$ cat src/rtl/scratch_register_spill_allocator_assert.svh
// Assertion macros for the scratch register spill allocator.
// Depends on clk and rst_n being visible where the macros are used.
`ifndef SCRATCH_REGISTER_SPILL_ALLOCATOR_ASSERT_SVH
`define SCRATCH_REGISTER_SPILL_ALLOCATOR_ASSERT_SVH
`ifndef SYNTH
// same-cycle implication
`define SSA_ASSERT_NOW(lbl, ante, cons) \
  lbl: assert property (@(posedge clk) disable iff (!rst_n) (ante) |-> (cons)) \
    else $error("ssa assertion failed");
// next-cycle implication
`define SSA_ASSERT_NEXT(lbl, ante, cons) \
  lbl: assert property (@(posedge clk) disable iff (!rst_n) (ante) |=> (cons)) \
    else $error("ssa assertion failed");
`else
`define SSA_ASSERT_NOW(lbl, ante, cons)
`define SSA_ASSERT_NEXT(lbl, ante, cons)
`endif
`endif

$ cat src/rtl/ssa_pkg.sv
// Shared types and constants for the scratch register spill allocator.
// No dependencies.
`timescale 1ns / 1ps
package ssa_pkg;

  localparam int DATA_POOL   = 3;
  localparam int ADDR_POOL   = 2;
  localparam int ALLOC_LIMIT = 30;
  localparam int AT_DEPTH    = ALLOC_LIMIT + 1;
  localparam int DEPTH_W     = 5;
  localparam int REG_W       = 3;
  localparam int DIDX_W      = (DATA_POOL > 1) ? $clog2(DATA_POOL) : 1;
  localparam int AIDX_W      = (ADDR_POOL > 1) ? $clog2(ADDR_POOL) : 1;

  typedef enum logic [2:0] {
    OP_RESET    = 3'd0,
    OP_ALLOC_D  = 3'd1,
    OP_ALLOC_A  = 3'd2,
    OP_RELEASE  = 3'd3,
    OP_VALIDATE = 3'd4,
    OP_SPILLALL = 3'd5,
    OP_CHECK    = 3'd6,
    OP_QUERY    = 3'd7
  } op_t;

  typedef enum logic [2:0] {
    K_GRANT = 3'd0,
    K_SPILL = 3'd1,
    K_FILL  = 3'd2,
    K_DONE  = 3'd3,
    K_ERROR = 3'd4
  } kind_t;

  localparam logic [4:0] ERR_NONE         = 5'd0;
  localparam logic [4:0] ERR_DUP_SPILL    = 5'd1;
  localparam logic [4:0] ERR_STK_OVF      = 5'd2;
  localparam logic [4:0] ERR_STK_EMPTY    = 5'd3;
  localparam logic [4:0] ERR_STK_MISMATCH = 5'd4;
  localparam logic [4:0] ERR_FILL_BUSY    = 5'd5;
  localparam logic [4:0] ERR_CHK_DATA     = 5'd6;
  localparam logic [4:0] ERR_CHK_ADDR     = 5'd7;
  localparam logic [4:0] ERR_CHK_DCUR     = 5'd8;
  localparam logic [4:0] ERR_CHK_ACUR     = 5'd9;
  localparam logic [4:0] ERR_CHK_STACK    = 5'd10;
  localparam logic [4:0] ERR_CHK_COUNT    = 5'd11;
  localparam logic [4:0] ERR_TBL_OVF      = 5'd12;
  localparam logic [4:0] ERR_REL_OWNER    = 5'd13;
  localparam logic [4:0] ERR_REL_EMPTY    = 5'd14;
  localparam logic [4:0] ERR_REL_ORDER    = 5'd15;
  localparam logic [4:0] ERR_REL_SPILLED  = 5'd16;

  typedef enum logic [5:0] {
    S_IDLE  = 6'b000001,
    S_EXEC  = 6'b000010,
    S_GRANT = 6'b000100,
    S_FILL  = 6'b001000,
    S_SCAN  = 6'b010000,
    S_ERR   = 6'b100000
  } state_t;

  typedef struct packed {
    logic                 cls;
    logic [REG_W-1:0]     rnum;
    logic [DEPTH_W-1:0]   num;
  } spill_t;

  typedef struct packed {
    state_t step;
    logic   fire;
    logic   load;
  } cmd_t;

  typedef struct packed {
    op_t  op;
    logic halted;
    logic emit_req;
    logic alloc_busy;
    logic spill_bad;
    logic fill_go;
    logic scan_end;
    logic scan_skip;
    logic out_free;
  } stat_t;

endpackage

$ cat src/rtl/ssa_ctrl.sv
// Sequencer for the scratch register spill allocator.
// Depends on ssa_pkg; drives step commands into ssa_dp.
`timescale 1ns / 1ps
module ssa_ctrl import ssa_pkg::*; (
  input  logic  clk,
  input  logic  rst_n,
  input  logic  in_valid,
  output logic  in_stall,
  input  stat_t st,
  output cmd_t  cmd
);

  state_t state_r, state_nxt;
  logic   fire;

  // a step that emits waits for room in the output register
  assign fire     = (state_r != S_IDLE) && (!st.emit_req || st.out_free);
  assign in_stall = (state_r != S_IDLE);

  assign cmd.step = state_r;
  assign cmd.fire = fire;
  assign cmd.load = in_valid && (state_r == S_IDLE);

  always_comb begin
    state_nxt = state_r;
    unique case (state_r)
      S_IDLE: begin
        if (in_valid) state_nxt = S_EXEC;
      end
      S_EXEC: begin
        if (fire) begin
          if (st.op == OP_RESET || st.halted) begin
            state_nxt = S_IDLE;
          end else begin
            unique case (st.op)
              OP_ALLOC_D, OP_ALLOC_A: begin
                if (st.alloc_busy && st.spill_bad) state_nxt = S_ERR;
                else state_nxt = S_GRANT;
              end
              OP_VALIDATE: state_nxt = st.fill_go ? S_FILL : S_IDLE;
              OP_SPILLALL: state_nxt = S_SCAN;
              default:     state_nxt = S_IDLE;
            endcase
          end
        end
      end
      S_SCAN: begin
        if (fire) begin
          priority if (st.scan_end) state_nxt = S_IDLE;
          else if (st.scan_skip) state_nxt = S_SCAN;
          else if (st.spill_bad) state_nxt = S_ERR;
          else state_nxt = S_SCAN;
        end
      end
      S_GRANT, S_FILL, S_ERR: begin
        if (fire) state_nxt = S_IDLE;
      end
      default: state_nxt = S_IDLE;
    endcase
  end

  always_ff @(posedge clk) begin
    if (!rst_n) state_r <= S_IDLE;
    else state_r <= state_nxt;
  end

endmodule

$ cat src/rtl/ssa_dp.sv
// Datapath of the scratch register spill allocator: owners, cursors, tables,
// spill stack memory and output register. Depends on ssa_pkg and the assert header.
`timescale 1ns / 1ps
`include "scratch_register_spill_allocator_assert.svh"
module ssa_dp import ssa_pkg::*; (
  input  logic               clk,
  input  logic               rst_n,
  input  cmd_t               cmd,
  output stat_t              st,
  input  logic [2:0]         in_op,
  input  logic               in_reg_class,
  input  logic [REG_W-1:0]   in_reg_num,
  input  logic [DEPTH_W-1:0] in_alloc_depth,
  output logic               out_valid,
  input  logic               out_stall,
  output logic [2:0]         out_kind,
  output logic               out_class,
  output logic [REG_W-1:0]   out_reg,
  output logic [DEPTH_W-1:0] out_depth,
  output logic               out_free_ok,
  output logic [4:0]         out_error_code,
  output logic               out_last
);

  // latched item
  op_t                op_r;
  logic               cls_r;
  logic [REG_W-1:0]   reg_r;
  logic [DEPTH_W-1:0] depth_r;

  // allocator state
  logic [DATA_POOL-1:0] dbusy_r, dbusy_nxt;
  logic [DEPTH_W-1:0]   dnum_r [DATA_POOL];
  logic [DEPTH_W-1:0]   dnum_nxt [DATA_POOL];
  logic [ADDR_POOL-1:0] abusy_r, abusy_nxt;
  logic [DEPTH_W-1:0]   anum_r [ADDR_POOL];
  logic [DEPTH_W-1:0]   anum_nxt [ADDR_POOL];
  logic [DIDX_W-1:0]    dcur_r, dcur_nxt;
  logic [AIDX_W-1:0]    acur_r, acur_nxt;
  logic [AT_DEPTH-1:0]  pushed_r, pushed_nxt;
  logic                 tcls_r [AT_DEPTH];
  logic [REG_W-1:0]     treg_r [AT_DEPTH];
  logic [DEPTH_W-1:0]   count_r, count_nxt;
  logic [DEPTH_W-1:0]   ptr_r, ptr_nxt;
  logic [DEPTH_W-1:0]   idx_r, idx_nxt;
  logic                 halted_r, halted_nxt;
  logic [4:0]           latch_r, latch_nxt;
  logic [4:0]           pend_r, pend_nxt;

  spill_t stack_mem [AT_DEPTH];
  spill_t rd_q;
  spill_t mem_wdata;
  logic   mem_we, mem_re;
  logic   tbl_we;

  // output register
  logic               out_valid_r;
  kind_t              okind_r;
  logic               ocls_r, ofok_r, olast_r;
  logic [REG_W-1:0]   oreg_r;
  logic [DEPTH_W-1:0] odepth_r;
  logic [4:0]         oerr_r;

  // result of the current step
  logic               em_req, em_cls, em_fok, em_last;
  kind_t              em_kind;
  logic [REG_W-1:0]   em_reg;
  logic [DEPTH_W-1:0] em_depth;
  logic [4:0]         em_err;
  logic               emit;

  // derived
  logic               is_addr, a_busy, r_busy, reg_ok, fill_cond, spill_bad;
  logic [REG_W-1:0]   a_reg;
  logic [DEPTH_W-1:0] a_num, r_num;
  logic               s_cls;
  logic [REG_W-1:0]   s_reg;
  logic               out_free;

  assign is_addr = (op_r == OP_ALLOC_A);
  assign a_reg   = is_addr ? REG_W'(acur_r) : REG_W'(dcur_r);
  assign a_busy  = is_addr ? abusy_r[acur_r] : dbusy_r[dcur_r];
  assign a_num   = is_addr ? anum_r[acur_r] : dnum_r[dcur_r];
  assign reg_ok  = cls_r ? ({1'b0, reg_r} < 4'(ADDR_POOL)) : ({1'b0, reg_r} < 4'(DATA_POOL));
  assign r_busy  = cls_r ? abusy_r[reg_r[AIDX_W-1:0]] : dbusy_r[reg_r[DIDX_W-1:0]];
  assign r_num   = cls_r ? anum_r[reg_r[AIDX_W-1:0]] : dnum_r[reg_r[DIDX_W-1:0]];
  assign fill_cond = reg_ok && (depth_r <= DEPTH_W'(ALLOC_LIMIT)) && pushed_r[depth_r];
  assign s_cls   = tcls_r[idx_r];
  assign s_reg   = treg_r[idx_r];
  assign spill_bad = (cmd.step == S_SCAN) ? (ptr_r == DEPTH_W'(ALLOC_LIMIT))
                   : (pushed_r[a_num] || ptr_r == DEPTH_W'(ALLOC_LIMIT));
  assign out_free = !out_valid_r || !out_stall;
  assign emit     = cmd.fire && em_req;

  assign st.op         = op_r;
  assign st.halted     = halted_r;
  assign st.emit_req   = em_req;
  assign st.alloc_busy = a_busy;
  assign st.spill_bad  = spill_bad;
  assign st.fill_go    = fill_cond && (ptr_r != '0);
  assign st.scan_end   = (idx_r >= count_r);
  assign st.scan_skip  = pushed_r[idx_r];
  assign st.out_free   = out_free;

  // next state assuming the current step is taken; registers apply it on fire
  always_comb begin
    dbusy_nxt = dbusy_r;  dnum_nxt = dnum_r;
    abusy_nxt = abusy_r;  anum_nxt = anum_r;
    dcur_nxt  = dcur_r;   acur_nxt = acur_r;
    pushed_nxt = pushed_r;
    count_nxt = count_r;  ptr_nxt = ptr_r;  idx_nxt = idx_r;
    halted_nxt = halted_r; latch_nxt = latch_r; pend_nxt = pend_r;
    mem_we = 1'b0; mem_re = 1'b0; tbl_we = 1'b0;
    mem_wdata = '{cls: is_addr, rnum: a_reg, num: a_num};
    em_req = 1'b0; em_kind = K_DONE; em_cls = 1'b0; em_reg = '0; em_depth = '0;
    em_fok = 1'b0; em_err = ERR_NONE; em_last = 1'b1;

    unique case (cmd.step)
      S_EXEC: begin
        if (op_r == OP_RESET) begin
          em_req = 1'b1;
          dbusy_nxt = '0; abusy_nxt = '0; dcur_nxt = '0; acur_nxt = '0;
          pushed_nxt = '0; count_nxt = '0; ptr_nxt = '0;
          halted_nxt = 1'b0; latch_nxt = ERR_NONE;
        end else if (halted_r) begin
          em_req = 1'b1; em_kind = K_ERROR; em_err = latch_r;
        end else begin
          unique case (op_r)
            OP_ALLOC_D, OP_ALLOC_A: begin
              // spill the current owner before the grant
              if (a_busy) begin
                em_req = 1'b1; em_kind = K_SPILL; em_cls = is_addr;
                em_reg = a_reg; em_depth = a_num; em_last = 1'b0;
                mem_we = 1'b1;
                if (pushed_r[a_num]) begin
                  pend_nxt = ERR_DUP_SPILL;
                end else begin
                  pushed_nxt[a_num] = 1'b1;
                  ptr_nxt = ptr_r + 1'b1;
                  pend_nxt = ERR_STK_OVF;
                end
              end
            end
            OP_RELEASE: begin
              em_req = 1'b1;
              if (reg_ok) begin
                if (cls_r) begin
                  acur_nxt = (acur_r == '0) ? AIDX_W'(ADDR_POOL - 1) : acur_r - 1'b1;
                  abusy_nxt[reg_r[AIDX_W-1:0]] = 1'b0;
                end else begin
                  dcur_nxt = (dcur_r == '0) ? DIDX_W'(DATA_POOL - 1) : dcur_r - 1'b1;
                  dbusy_nxt[reg_r[DIDX_W-1:0]] = 1'b0;
                end
                if (count_r != '0) count_nxt = count_r - 1'b1;
                priority if (!r_busy || r_num != depth_r) begin
                  em_kind = K_ERROR; em_err = ERR_REL_OWNER;
                end else if (count_r == '0) begin
                  em_kind = K_ERROR; em_err = ERR_REL_EMPTY;
                end else if (count_r - 1'b1 != r_num) begin
                  em_kind = K_ERROR; em_err = ERR_REL_ORDER;
                end else if (pushed_r[r_num]) begin
                  em_kind = K_ERROR; em_err = ERR_REL_SPILLED;
                end else begin
                  em_kind = K_DONE;
                end
              end
            end
            OP_VALIDATE: begin
              if (fill_cond && ptr_r != '0) begin
                // pop: read the top entry into the registered read port
                ptr_nxt = ptr_r - 1'b1;
                mem_re = 1'b1;
              end else begin
                em_req = 1'b1;
                if (fill_cond) begin
                  em_kind = K_ERROR; em_err = ERR_STK_EMPTY;
                end
              end
            end
            OP_SPILLALL: idx_nxt = '0;
            OP_CHECK: begin
              em_req = 1'b1;
              priority if (|dbusy_r) begin
                em_kind = K_ERROR; em_err = ERR_CHK_DATA;
              end else if (|abusy_r) begin
                em_kind = K_ERROR; em_err = ERR_CHK_ADDR;
              end else if (dcur_r != '0) begin
                em_kind = K_ERROR; em_err = ERR_CHK_DCUR;
              end else if (acur_r != '0) begin
                em_kind = K_ERROR; em_err = ERR_CHK_ACUR;
              end else if (ptr_r != '0) begin
                em_kind = K_ERROR; em_err = ERR_CHK_STACK;
              end else if (count_r != '0) begin
                em_kind = K_ERROR; em_err = ERR_CHK_COUNT;
              end else begin
                em_kind = K_DONE;
              end
            end
            OP_QUERY: begin
              em_req = 1'b1; em_fok = !dbusy_r[dcur_r];
            end
            default: em_req = 1'b1;
          endcase
        end
      end
      S_GRANT: begin
        em_req = 1'b1;
        if (is_addr) begin
          abusy_nxt[acur_r] = 1'b1; anum_nxt[acur_r] = count_r;
          acur_nxt = (acur_r == AIDX_W'(ADDR_POOL - 1)) ? '0 : acur_r + 1'b1;
        end else begin
          dbusy_nxt[dcur_r] = 1'b1; dnum_nxt[dcur_r] = count_r;
          dcur_nxt = (dcur_r == DIDX_W'(DATA_POOL - 1)) ? '0 : dcur_r + 1'b1;
        end
        tbl_we = 1'b1;
        pushed_nxt[count_r] = 1'b0;
        count_nxt = count_r + 1'b1;
        if (count_r == DEPTH_W'(ALLOC_LIMIT)) begin
          em_kind = K_ERROR; em_err = ERR_TBL_OVF;
        end else begin
          em_kind = K_GRANT; em_cls = is_addr; em_reg = a_reg; em_depth = count_r;
        end
      end
      S_FILL: begin
        em_req = 1'b1;
        priority if (rd_q.num != depth_r) begin
          em_kind = K_ERROR; em_err = ERR_STK_MISMATCH;
        end else if (r_busy) begin
          em_kind = K_ERROR; em_err = ERR_FILL_BUSY;
        end else begin
          if (cls_r) begin
            abusy_nxt[reg_r[AIDX_W-1:0]] = 1'b1; anum_nxt[reg_r[AIDX_W-1:0]] = depth_r;
          end else begin
            dbusy_nxt[reg_r[DIDX_W-1:0]] = 1'b1; dnum_nxt[reg_r[DIDX_W-1:0]] = depth_r;
          end
          pushed_nxt[depth_r] = 1'b0;
          em_kind = K_FILL; em_cls = cls_r; em_reg = reg_r; em_depth = depth_r;
        end
      end
      S_SCAN: begin
        if (idx_r >= count_r) begin
          em_req = 1'b1;
        end else if (pushed_r[idx_r]) begin
          idx_nxt = idx_r + 1'b1;
        end else begin
          em_req = 1'b1; em_kind = K_SPILL; em_cls = s_cls; em_reg = s_reg;
          em_depth = idx_r; em_last = 1'b0;
          mem_we = 1'b1;
          mem_wdata = '{cls: s_cls, rnum: s_reg, num: idx_r};
          pushed_nxt[idx_r] = 1'b1;
          ptr_nxt = ptr_r + 1'b1;
          pend_nxt = ERR_STK_OVF;
          if (s_cls) abusy_nxt[s_reg[AIDX_W-1:0]] = 1'b0;
          else dbusy_nxt[s_reg[DIDX_W-1:0]] = 1'b0;
          idx_nxt = idx_r + 1'b1;
        end
      end
      S_ERR: begin
        em_req = 1'b1; em_kind = K_ERROR; em_err = pend_r;
      end
      default: ;
    endcase

    // any error result halts the block and latches its code
    if (em_req && em_kind == K_ERROR) begin
      halted_nxt = 1'b1;
      latch_nxt  = em_err;
    end
  end

  // control state
  always_ff @(posedge clk) begin
    if (!rst_n) begin
      dbusy_r <= '0; abusy_r <= '0; dcur_r <= '0; acur_r <= '0;
      pushed_r <= '0; count_r <= '0; ptr_r <= '0; idx_r <= '0;
      halted_r <= 1'b0; latch_r <= ERR_NONE; pend_r <= ERR_NONE;
      out_valid_r <= 1'b0;
    end else begin
      if (cmd.fire) begin
        dbusy_r <= dbusy_nxt; abusy_r <= abusy_nxt;
        dcur_r <= dcur_nxt; acur_r <= acur_nxt;
        pushed_r <= pushed_nxt; count_r <= count_nxt; ptr_r <= ptr_nxt;
        idx_r <= idx_nxt; halted_r <= halted_nxt; latch_r <= latch_nxt;
        pend_r <= pend_nxt;
      end
      if (emit) out_valid_r <= 1'b1;
      else if (!out_stall) out_valid_r <= 1'b0;
    end
  end

  // payload: item latch, owner numbers, table, output register
  always_ff @(posedge clk) begin
    if (cmd.load) begin
      op_r <= op_t'(in_op); cls_r <= in_reg_class;
      reg_r <= in_reg_num; depth_r <= in_alloc_depth;
    end
    if (cmd.fire) begin
      dnum_r <= dnum_nxt; anum_r <= anum_nxt;
    end
    if (cmd.fire && tbl_we) begin
      tcls_r[count_r] <= is_addr;
      treg_r[count_r] <= a_reg;
    end
    if (emit) begin
      okind_r <= em_kind; ocls_r <= em_cls; oreg_r <= em_reg; odepth_r <= em_depth;
      ofok_r <= em_fok; oerr_r <= em_err; olast_r <= em_last;
    end
  end

  // spill stack memory, registered read
  always_ff @(posedge clk) begin
    if (cmd.fire && mem_we) stack_mem[ptr_r] <= mem_wdata;
    if (cmd.fire && mem_re) rd_q <= stack_mem[ptr_r - 1'b1];
  end

  assign out_valid      = out_valid_r;
  assign out_kind       = okind_r;
  assign out_class      = ocls_r;
  assign out_reg        = oreg_r;
  assign out_depth      = odepth_r;
  assign out_free_ok    = ofok_r;
  assign out_error_code = oerr_r;
  assign out_last       = olast_r;

  `SSA_ASSERT_NOW(a_no_overwrite, emit, !out_valid_r || !out_stall)
  `SSA_ASSERT_NEXT(a_err_halts, emit && em_kind == K_ERROR, halted_r)
  `SSA_ASSERT_NEXT(a_reset_clears, emit && cmd.step == S_EXEC && op_r == OP_RESET,
                   count_r == '0 && ptr_r == '0 && !halted_r)

endmodule

$ cat src/rtl/scratch_register_spill_allocator.sv
// Steps from the accepted item to the result register: release, check, query, reset, halted
// answers and validate without a fill answer from exec; alloc emits its spill, when needed,
// from exec, then its grant or error; validate with a fill pops in exec and answers from the
// fill step; spill-all walks the table one entry per cycle while the output is not stalled.
// One item in flight; the next is taken the cycle after the last result is registered, and a
// stalled output holds any step that emits. Reset: synchronous rst_n clears control state.
`timescale 1ns / 1ps
module scratch_register_spill_allocator import ssa_pkg::*; (
  input  logic               clk,
  input  logic               rst_n,
  // input channel: one register reference per item
  input  logic               in_valid,
  output logic               in_stall,
  input  logic [2:0]         in_op,
  input  logic               in_reg_class,
  input  logic [REG_W-1:0]   in_reg_num,
  input  logic [DEPTH_W-1:0] in_alloc_depth,
  // result channel: one or more items per input item, last marks the final one
  output logic               out_valid,
  input  logic               out_stall,
  output logic [2:0]         out_kind,
  output logic               out_class,
  output logic [REG_W-1:0]   out_reg,
  output logic [DEPTH_W-1:0] out_depth,
  output logic               out_free_ok,
  output logic [4:0]         out_error_code,
  output logic               out_last
);

  cmd_t  cmd;
  stat_t st;

  // sequencer: steps through exec, grant, fill, table scan and error states
  ssa_ctrl u_ctrl (
    .clk      (clk),
    .rst_n    (rst_n),
    .in_valid (in_valid),
    .in_stall (in_stall),
    .st       (st),
    .cmd      (cmd)
  );

  // datapath: owner tables, cursors, allocation table, spill stack, output register
  ssa_dp u_dp (
    .clk            (clk),
    .rst_n          (rst_n),
    .cmd            (cmd),
    .st             (st),
    .in_op          (in_op),
    .in_reg_class   (in_reg_class),
    .in_reg_num     (in_reg_num),
    .in_alloc_depth (in_alloc_depth),
    .out_valid      (out_valid),
    .out_stall      (out_stall),
    .out_kind       (out_kind),
    .out_class      (out_class),
    .out_reg        (out_reg),
    .out_depth      (out_depth),
    .out_free_ok    (out_free_ok),
    .out_error_code (out_error_code),
    .out_last       (out_last)
  );

endmodule

$ cat config.mk
export PLATFORM = sky130hd
export DESIGN_NAME = scratch_register_spill_allocator
export DESIGN_NICKNAME = d
export VERILOG_FILES = /design/src/rtl/ssa_pkg.sv /design/src/rtl/ssa_ctrl.sv /design/src/rtl/ssa_dp.sv /design/src/rtl/scratch_register_spill_allocator.sv
export VERILOG_INCLUDE_DIRS = /design/src /design/src/rtl
export SDC_FILE = /design/constraint.sdc
export NUM_CORES = 1
export LEC_CHECK = 0
export ABC_AREA = 1
export BUFFER_PORTS_ARGS = -buffer_cell sky130_fd_sc_hd__buf_2
export CAP_MARGIN = 30
export CORE_AREA = 2 2 251 154
export CTS_CLUSTER_DIAMETER = 100
export DETAILED_ROUTE_END_ITERATION = 8
export DIE_AREA = 0 0 253 156
export GPL_TIMING_DRIVEN = 0
export PLACE_DENSITY = 0.84
export SYNTH_ARGS = -nofsm -noshare
export SYNTH_HDL_FRONTEND = slang
export SYNTH_SLANG_ARGS = --single-unit
$ cat constraint.sdc
create_clock -name clk -period 3.55 [get_ports clk]
set_input_delay 0.355 -clock clk [delete_from_list [all_inputs] [get_ports clk]]
set_output_delay 0.355 -clock clk [all_outputs]
set_load 0.02 [all_outputs]
After elaboration in Yosys (flattened, before gate mapping):

Memory sizes are Yosys's and may differ from the RTL's. A register that Yosys moved wholly into a read port is not among the register bits.
Index checks and enable logic that the tools add are counted.

* reductions and logical operators: 65
* order comparisons: 33
* add/sub/neg operators: 9
* mux-type cells: 289
* equal/unequal tests: 54
* bitwise logic cells: 24

Operators by type and width (count)
* two-way mux 5 bit: 68
* two-way mux 31 bit: 9
* one-hot mux 31 bit (4 select lines): 1
* two-way mux 3 bit: 41
* two-way mux 1 bit: 72
* AND 31 bit: 2
* inverter 31 bit: 2
* bitwise OR 31 bit: 2
* two-way mux 15 bit: 4
* two-way mux 6 bit: 9
* two-way mux 2 bit: 25
* one-hot mux 5 bit (2 select lines): 5
* two-way mux 10 bit: 4
* one-hot mux 5 bit (4 select lines): 2
* one-hot mux 3 bit (4 select lines): 3
* bitwise mux 15 bit: 2
* < comparator 5 x 6 -> 1 bit, second input constant: 5
* one-hot mux 15 bit (2 select lines): 1
* two-way mux 9 bit: 3
* AND reduction 13 bit: 2
* logical AND 1 bit: 25
* one-hot mux 6 bit (4 select lines): 1
* AND reduction 6 bit: 4
* binary-select mux 1 bit (select 5 bit): 4
* 82 further kinds: 178

* register bits: 128
* memories: 3
* memory bits (writable): 372
* output and inout port bits: 21
* word-level logic and storage cells: 506
* input bits: 16

Memories
* u_dp.stack_mem: depth 31, width 9, rd ports 1, clocked after memory_dff 1, write ports 1, line ssa_dp.sv:50 `spill_t stack_mem [AT_DEPTH];`
* u_dp.treg_r: depth 31, width 2, rd ports 1, clocked after memory_dff 1, write ports 1, line ssa_dp.sv:42 `logic [REG_W-1:0] treg_r [AT_DEPTH];`
* u_dp.tcls_r: depth 31, width 1, rd ports 1, clocked after memory_dff 1, write ports 1, line ssa_dp.sv:41 `logic tcls_r [AT_DEPTH];`

Logic depth before layout (Yosys ltp):

Gate-level depths: netlist of the first run.

* word-level depth: 20
* mapped depth: 24
* depth with buffers taken out: 21

Hierarchy:

Synthesis of the first run repeated with hierarchy kept, for this count alone.

* cells, all modules: 2372
* area total of the unflattened synthesis: 20738.6 sq um

By module, submodules not included
* ssa_dp: area an instance 20130.6 sq um, times used 1, sequential area each 10640.2 sq um, cells an instance 2270
* ssa_ctrl: area an instance 608.1 sq um, times used 1, sequential area each 120.1 sq um, cells an instance 102

Least setup slack after synthesis of the first run:

OpenSTA, ideal clock, no wires.

* path kind: register to register
* from: register u_dp.count_r[4]
* to: memory u_dp.stack_mem[0][0] (netlist bit) (data pin)
* required time: 3104 ps
* buffers on the path: 3
* stages on the path, launching flop included: 13
* period minus slack after synthesis: 3572 ps
* arrival: 3125 ps
* path slack: -22 ps
* library setup time: 446 ps
* cell sequence: dfxtp_1 clkbuf_1 inv_1 clkbuf_1 ha_1 nand2_1 o21a_1 nand3_1 nor2_1 nand3_1 inv_1 clkbuf_1 o21ai_0

RTL lines
* from (decl): line ssa_dp.sv:43 `logic [DEPTH_W-1:0] count_r, count_nxt;`
* from (signal assigned): line ssa_dp.sv:282 `pushed_r <= pushed_nxt; count_r <= count_nxt; ptr_r <= ptr_nxt;`
* to (decl): line ssa_dp.sv:50

Worst setup path in the final report of the first run:

* from: register u_dp.reg_r[0]
* to: register u_dp.anum_r[1] (netlist bit) (enable)

* cells in the longest elaborated chain, start to end: 14
* elaborated cells on any way between the ends: 21
* those cells by class: order compare (2); eq/ne (1); mux (11); reduce/logical (7)

Ends and longest elaborated chain
* from (decl): line ssa_dp.sv:28 `logic [REG_W-1:0] reg_r;`
* from (signal assigned): line ssa_dp.sv:295 `reg_r <= in_reg_num; depth_r <= in_alloc_depth;`
* < comparator 3 x 2 -> 1 bit: line ssa_dp.sv:84 `assign reg_ok = cls_r ? ({1'b0, reg_r} < 4'(ADDR_POOL)) : ({1'b0, reg_r} < 4'(DATA_POOL));`
* two-way mux 1 bit: line ssa_dp.sv:84
* logical AND 1 bit (2 in a row): line ssa_dp.sv:87 `assign fill_cond = reg_ok && (depth_r <= DEPTH_W'(ALLOC_LIMIT)) && pushed_r[depth_r];`
* logical AND 1 bit: line ssa_dp.sv:169 `if (fill_cond && ptr_r != '0) begin`
* two-way mux 1 bit: line ssa_dp.sv:169
* one-hot mux 1 bit (3 select lines): line ssa_dp.sv:128 `unique case (op_r)`
* two-way mux 1 bit: line ssa_dp.sv:125 `end else if (halted_r) begin`
* two-way mux 1 bit: line ssa_dp.sv:120 `if (op_r == OP_RESET) begin`
* one-hot mux 1 bit (3 select lines): line ssa_dp.sv:118 `unique case (cmd.step)`
* zero test 1 bit: line ssa_ctrl.sv:17 `assign fire = (state_r != S_IDLE) && (!st.emit_req || st.out_free);`
* logical OR 1 bit: line ssa_ctrl.sv:17
* logical AND 1 bit: line ssa_ctrl.sv:17
* AND reduction 6 bit (no line) *
* to (signal assigned): line ssa_dp.sv:298 `dnum_r <= dnum_nxt; anum_r <= anum_nxt;`
* to (decl): line ssa_dp.sv:36 `logic [DEPTH_W-1:0] anum_r [ADDR_POOL];`

Mark *: on every way between the ends. The rest lies on a longest branch, timed or not. The select of a mux whose other input is x is not followed.
A chain may end at the register's enable or synchronous reset.

==> results.md, run 1 <==
- Share of layout cells above drive strength 1: 0.145
- Total gr overflow: 0
- Worst setup path class: reg -> reg
- Final Max Tran Viols: 0
- Cells after synthesis: 2353
- Max cap viols: 0
- Total power after layout: 14200 µW
- Register area share after synthesis: 0.531
- Met3 WL post-DR: 18.2 mm
- Register area: 0.0108 mm²
- Largest area contributor in the netlist: edfxtp_1
- TritonCTS Buffers: 36
- CP Capture Type: register
- P per Cell Area: 600 mW/mm²
- Syn Std Cell Area: 0.0203 mm²
- Worst Hold Depth: 1
- Max incr delay on CP: 0.36 ns
- Non-Filler Instances: 2982
- Initial Util: 0.546
- Worst slew pin tran: 1.08 ns
- Placed insts: 2883
- Fill cells: 3042
- Critical path data arrival time: 3.76 ns
- Rel. slew slack: 0.279
- Met2 wire length: 30.6 mm
- Tcrit/Tclk final: 0.994
- Nets: 2508
- Worst r2r path cells: 14
- Most used cell, CP: inv_1
- Pleak: 0.00853 µW
- Endpoints failing setup: 0
- R2R Setup Slk: 0.02 ns
- Worst R2R Start: u_dp.reg_r[0]$_DFFE_PP_
- Core ar.: 0.0372 mm²
- Num Clock Sinks: 383
- Tot GR Track Use: 0.430
- FF+latch count, synth: 383
- Fin. Hold Viols: 0
- CTS root buf: clkbuf_16
- Top cells by instance count after synthesis: nor2_1, nand2_1, edfxtp_1, o21ai_0, inv_1
- # rows: 55
- Routed wire length: 85.6 mm
- Top cell type's share of synthesized area: 0.457
- Hold endpoint: u_dp.reg_r[1]$_DFFE_PP_
- # H-tree levels: 2
- DRC violations left: 0
- Ys flop type: edfxtp_1
- Critical Path RT: 3.79 ns
- Min-delay src: in_reg_num[1]
- Via count: 20400
- CP startpoint kind: register
- I/O Pins: 37
- Maximum vdd drop: 526 µV
- Port Buffers: 36
- Minimum clock period: 3.53 ns
- Detail Placement HPWL: 64.4 mm
- Clk_skew: 0.0305 ns
- N_diodes: 0
- CP cell instances: buf_4 -> inv_1 -> buf_2 -> a21oi_1 -> o21ai_0 -> a21boi_0 -> nand2_1 -> nand2_1 -> inv_1 -> nor4_1 -> o21ai_0 -> nor2_1 -> nand3_1 -> inv_1
- Die height: 156 µm
- Crit-path slowest cell: edfxtp_1
- Footprint of the multi-input gates: 0.00910 mm²
- Biggest registers after layout: u_dp.stack_mem (155), u_dp.treg_r (62)
- Cell variety after synth: 52
- Average wire per standard cell: 28.7 µm
- Drt initial violations: 3895
- Maximum clock rate: 283 MHz
- RePlAce Congestion: 1.07
- Setup TNS: 0 ns
- HP Class: in -> reg
- CTS tree: yes
- First-pass DRT Iterations: 6
- FF-to-FF End: u_dp.anum_r[1]$_DFFE_PP_
- DR top layer: met5
- Syn-to-layout area delta: 16.6%
- Antenna violations before repair: 1
- Vias per cell: 6.82
- EDFF count, synth: 309
- Global-route wire length before repair: 122 mm
- Largest register FFs: 155
- Status: finished, final reports clean
- Top-count cell post-synth: nor2_1
- DIE WIDTH: 253 µm
- Synth warn: 0
- Top cells by area, synth: edfxtp_1, dfxtp_1, nor2_1
- Top reg by flops: u_dp.stack_mem
- Pin count of the biggest net entering global routing: 32
- Synth Net Count: 2390
- Routed length on met1: 35.0 mm
- Worst Path Max Fanout: 10
- Vias in the first global route: 18100
- Fraction of registers with async set/reset: 0
- Post-route core utilization: 0.636
- Die ar.: 0.0395 mm²
- Clock Latency Late Sink: 0.56 ns
- Detail Route Antenna Nets: 0
- Mapped Avg Cell Area: 8.62 µm²
- Clock-pin slew of the registers on the worst-case setup and hold paths: 0.06 ns
- Max Root-Sink Buffers: 3
[worst max path at each step]
stage,start,to,slack (ns),cells after the start
after CTS,u_dp.count_r[4]$_SDFFE_PN0P_,u_dp.dnum_r[5]$_DFFE_PP_,-0.009,13
after floorplan,u_dp.count_r[4]$_SDFFE_PN0P_,u_dp.stack_mem[0][0]$_DFFE_PP_,-0.02,12
after global placement,u_dp.idx_r[1]$_SDFFE_PN0P_,u_dp.stack_mem[30][3]$_DFFE_PP_,-3.19,12
after detailed placement,u_dp.idx_r[1]$_SDFFE_PN0P_,u_dp.stack_mem[26][3]$_DFFE_PP_,-1.49,15
after global routing,u_dp.cls_r$_DFFE_PP_,u_dp.latch_r[4]$_SDFFE_PN0P_,-0.02,17
final,u_dp.reg_r[0]$_DFFE_PP_,u_dp.anum_r[1]$_DFFE_PP_,0.02,14
[cells by family after synthesis]
logic type                 synth area share
and+or+nand+nor                       0.214
AOI/OAI and AO/OA                     0.171
DFF                                   0.531
buffers and inverters                0.0637
adders and majority gates            0.0130
xor gates and xnor gates            0.00777
[power by group]
group	leakage, µW	internal [µW]	switching, µW
Clock	0.000522	1950	1820
Sequential	0.00346	5150	235
Combinational	0.00455	1320	3710
[placed cells by master (no fill, tap or decap), drive strengths merged, types with 35 or more instances in the layout]
cell,instances
a21oi,92
a31oi,45
buf,111
clkbuf,134
dfxtp,74
edfxtp,309
inv,197
nand2,374
nand3,168
nor2,397
nor3,58
o21ai,253
o221ai,35
o22ai,59
[area by class of cell]
| type | count | share of cell area |
|---|---|---|
| buffer | 124 | 0.0261 |
| clock buffer | 49 | 0.0410 |
| clock inverter | 16 | 0.00519 |
| inverter | 199 | 0.0331 |
| multi-input combinational | 1644 | 0.385 |
| sequential | 383 | 0.456 |
| tap | 484 | 0.0256 |
| timing repair buffer | 82 | 0.0280 |
| timing repair inverter | 1 | 0.000370 |
[worst max-delay path: cells and delay by family (launching register included)]
family,cells,cell delay (ns)
and+or+nand+nor,5,1.13
DFF,1,0.36
AOI/OAI and AO/OA,4,0.68
buffers and inverters,5,1.05
[repair_timing]
item,CTS,global route
pin swaps,6,13
hold endpoints to repair,9,1
buffers inserted,11,15
cloned,1,0
resized for setup,157,137
hold buffers,9,1
endpoints found under the setup margin,537,349
[routing by layer]
layer,vias up,GRT usage
li1,8553,-
met1,9641,0.662
met2,1954,0.519
met3,202,0.229
met4,2,0.0786
met5,-,0
[per-stage QoR]
step	hold slack (ns)	area [µm²]	setup slack, ns
floorplan	0.441	20300	-0.0218
global placement	0.452	21100	-3.19
detailed placement	0.460	21300	-1.49
CTS	0.00125	23100	-0.00866
global route	0.000486	23600	-0.0244
finish	0.00503	23600	0.0204
Note: power is estimated with default switching activity, not from simulation.
==> run 2: changes to the inputs <==
--- a/config.mk
+++ b/config.mk
@@ -17,2 +17,3 @@
 export PLACE_DENSITY = 0.84
+export SLEW_MARGIN = 5
 export SYNTH_ARGS = -nofsm -noshare
==> constraint.sdc (replaced) <==
create_clock -name clk -period 3.55 [get_ports clk]
set_input_delay 0 -clock clk [delete_from_list [all_inputs] [get_ports clk]]
set_output_delay 0 -clock clk [all_outputs]
set_load 0.02 [all_outputs]
==> run 2 against run 1 <==
Compared with the run above:
- the flow now finishes with violations (DRC)
- clock-buffer cell count is 2 lower
- clock power is 3% higher
- maximum frequency is 0.18% lower
- largest power group unchanged
- utilization is 0.53 points higher
- first-iteration DRC count hardly changed
==> results.md, run 2 (same netlist as run 1, synthesis figures left out) <==
- Global-route wire length before repair: 122 mm (-0.49%)
- Port Buffers: 36 (unchanged)
- Footprint of the multi-input gates: 0.00915 mm² (+0.55%)
- Final Max Tran Viols: 0 (unchanged)
- Average wire per standard cell: 28.5 µm (-0.63%)
- Initial Util: 0.546 (unchanged)
- Drt initial violations: 3898 (+0.077%)
- Most used cell, CP: nand2_1
- I/O Pins: 37 (unchanged)
- Nets: 2521 (+0.52%)
- Non-Filler Instances: 2996 (+0.47%)
- Top reg by flops: u_dp.stack_mem
- Critical path data arrival time: 3.78 ns (+0.02 ns)
- Endpoints failing setup: 0 (unchanged)
- # H-tree levels: 2 (unchanged)
- Max cap viols: 0 (unchanged)
- Clock-pin slew of the registers on the worst-case setup and hold paths: 0.07 ns (about the same)
- Grt met1 use: 0.656 (-0.00618)
- Pleak: 0.00861 µW (+0.93%)
- Die ar.: 0.0395 mm² (unchanged)
- Post-route cell area: 0.0238 mm² (+0.84%)
- Antenna violations before repair: 0 (-1)
- Clock Latency Late Sink: 0.56 ns (about the same)
- Max Root-Sink Buffers: 3 (unchanged)
- CP Capture Type: register
- Register area: 0.0108 mm² (about the same)
- Tot GR Track Use: 0.428 (-0.00202)
- Placed Instance Area: 0.0212 mm² (-0.15%)
- Worst slew pin tran: 1.12 ns (+0.0361 ns)
- Routed wire length: 85.5 mm (-0.16%)
- Biggest registers after layout: u_dp.stack_mem (155), u_dp.treg_r (62)
- HP Class: in -> reg
- Clk_skew: 0.0253 ns (-0.00516 ns)
- Core ar.: 0.0372 mm² (unchanged)
- Num Clock Sinks: 383 (unchanged)
- Placed insts: 2881 (-0.069%)
- Rel. slew slack: 0.245 (-0.0335)
- CP cell instances: buf_4 -> nor3_1 -> nand2_1 -> nand2_1 -> nor2_1 -> nand2_2 -> nand3_2 -> nand2_1 -> nand2_1 -> nand2_1 -> nand2_2 -> a21oi_4 -> buf_4 -> buf_4 -> nand2_1 -> inv_2 -> buf_16
- Met2 Track Usage GR: 0.518 (-0.000654)
- Detail Placement HPWL: 64.2 mm (-0.37%)
- Status: finished with violations
- Post-route core utilization: 0.642 (+0.00532)
- Hold_ws: 0.150 ns (+0.144 ns)
- Pin count of the biggest net entering global routing: 33 (+3.1%)
- P per Cell Area: 601 mW/mm² (+0.10%)
- Syn-to-layout area delta: 17.5%
- Crit-path slowest cell: nor3_1
- CP startpoint kind: register
- Worst setup path class: reg -> reg
- DRC violations left: 1 (+1)
- RePlAce Congestion: 1.07 (unchanged)
- N_diodes: 0 (unchanged)
- Most frequent cells in the layout: nand2_1, nor2_1, edfxtp_1, o21ai_0, inv_1
- Critical Path RT: 3.79 ns (about the same)
- Fin. Hold Viols: 0 (unchanged)
- Maximum vdd drop: 495 µV (-5.9%)
- Fill cells: 3064 (+0.72%)
- Maximum clock rate: 283 MHz (-0.18%)
- CP bufs+invs: 5 (unchanged)
- Failing checks: DRC
- Detail Route Antenna Nets: 0 (unchanged)
- Vias per cell: 6.80 (-0.36%)
- Total gr overflow: 0 (unchanged)
- Largest register FFs: 155 (unchanged)
- # rows: 55 (unchanged)
- DIE WIDTH: 253 µm (unchanged)
- Commonest non-fill, non-tap cell in the layout: nand2_1
- Tcrit/Tclk final: 0.996 (+0.00176)
- Minimum clock period: 3.54 ns (+0.00626 ns)
- Busiest grt layer: met1
- Met3 GRT Util: 0.227 (-0.00184)
- CTS tree: yes
- TritonCTS Buffers: 37 (+2.8%)
- Vias in the first global route: 18000 (-0.52%)
- First-pass DRT Iterations: 9 (+3)
- Via count: 20400 (+0.10%)
- Worst Path Max Fanout: 15 (+5)
- Die height: 156 µm (unchanged)
- Max incr delay on CP: 0.54 ns (+0.18 ns)
- CTS root buf: clkbuf_16
- CP top delay family: simple AND/OR/NAND/NOR gates
- Setup TNS: 0 ns (unchanged)
- Share of layout cells above drive strength 1: 0.150 (+0.00437)
[run 2: cell types whose count changed in the layout (fill, tap and decap cells not counted), sizes merged]
cell         change
clkinv           +7
buf              +4
inv              -3
clkbuf           +1
dlygate4sd3      +5
[run 2: where the power goes]
part,switching [µW],internal [µW]
combinational,3720,1330
sequential,231,5150
clock,1810,2080
[run 2: routing by layer]
metal | share of wire | wire length (µm)
met1 | 0.41 | 35000
met4 | 0.021 | 1830
met3 | 0.21 | 18000
met2 | 0.36 | 30600
met5 | 0.0012 | 103
[run 2: worst paths after layout]
kind	startpoint	end	slack, ns	depth (start not counted)
setup / recovery	u_dp.depth_r[2]$_DFFE_PP_	u_dp.out_reg[1]$_SDFFCE_PN0P_	0.01	17
hold reg to reg	u_dp.latch_r[0]$_SDFFE_PN0P_	u_dp.latch_r[0]$_SDFFE_PN0P_	0.47	2
setup reg to reg	u_dp.depth_r[2]$_DFFE_PP_	u_dp.out_reg[1]$_SDFFCE_PN0P_	0.01	17
hold / removal	in_reg_num[2]	u_dp.reg_r[2]$_DFFE_PP_	0.15	2
[run 2: repair_timing]
| action | 4_1_cts | 5_1_grt |
|---|---|---|
| cloned | 1 | 0 |
| resized for setup | 163 | 134 |
| endpoints found under the hold margin | 18 | 0 |
| pin swaps | 8 | 20 |
| buffers inserted | 11 | 24 |
| endpoints found under the setup margin | 537 | 451 |
| hold buffers | 15 | 0 |
[run 2: layout make-up]
class / instances / share of cell area
multi-input combinational: 1644 / 0.384
clock inverter: 20 / 0.00488
tap: 484 / 0.0254
timing repair buffer: 94 / 0.0313
buffer: 124 / 0.0255
sequential: 383 / 0.452
timing repair inverter: 1 / 0.000367
clock buffer: 47 / 0.0434
inverter: 199 / 0.0333
[run 2: through the flow]
step / setup slack, ns / power, µW
3_5_place_dp: -1.49 / 9650
6_report: 0.0141 / 14300
4_1_cts: 0.00277 / 13600
2_1_floorplan: -0.0218 / 7910
3_3_place_gp: -3.19 / 9530
5_1_grt: -0.0178 / 14600
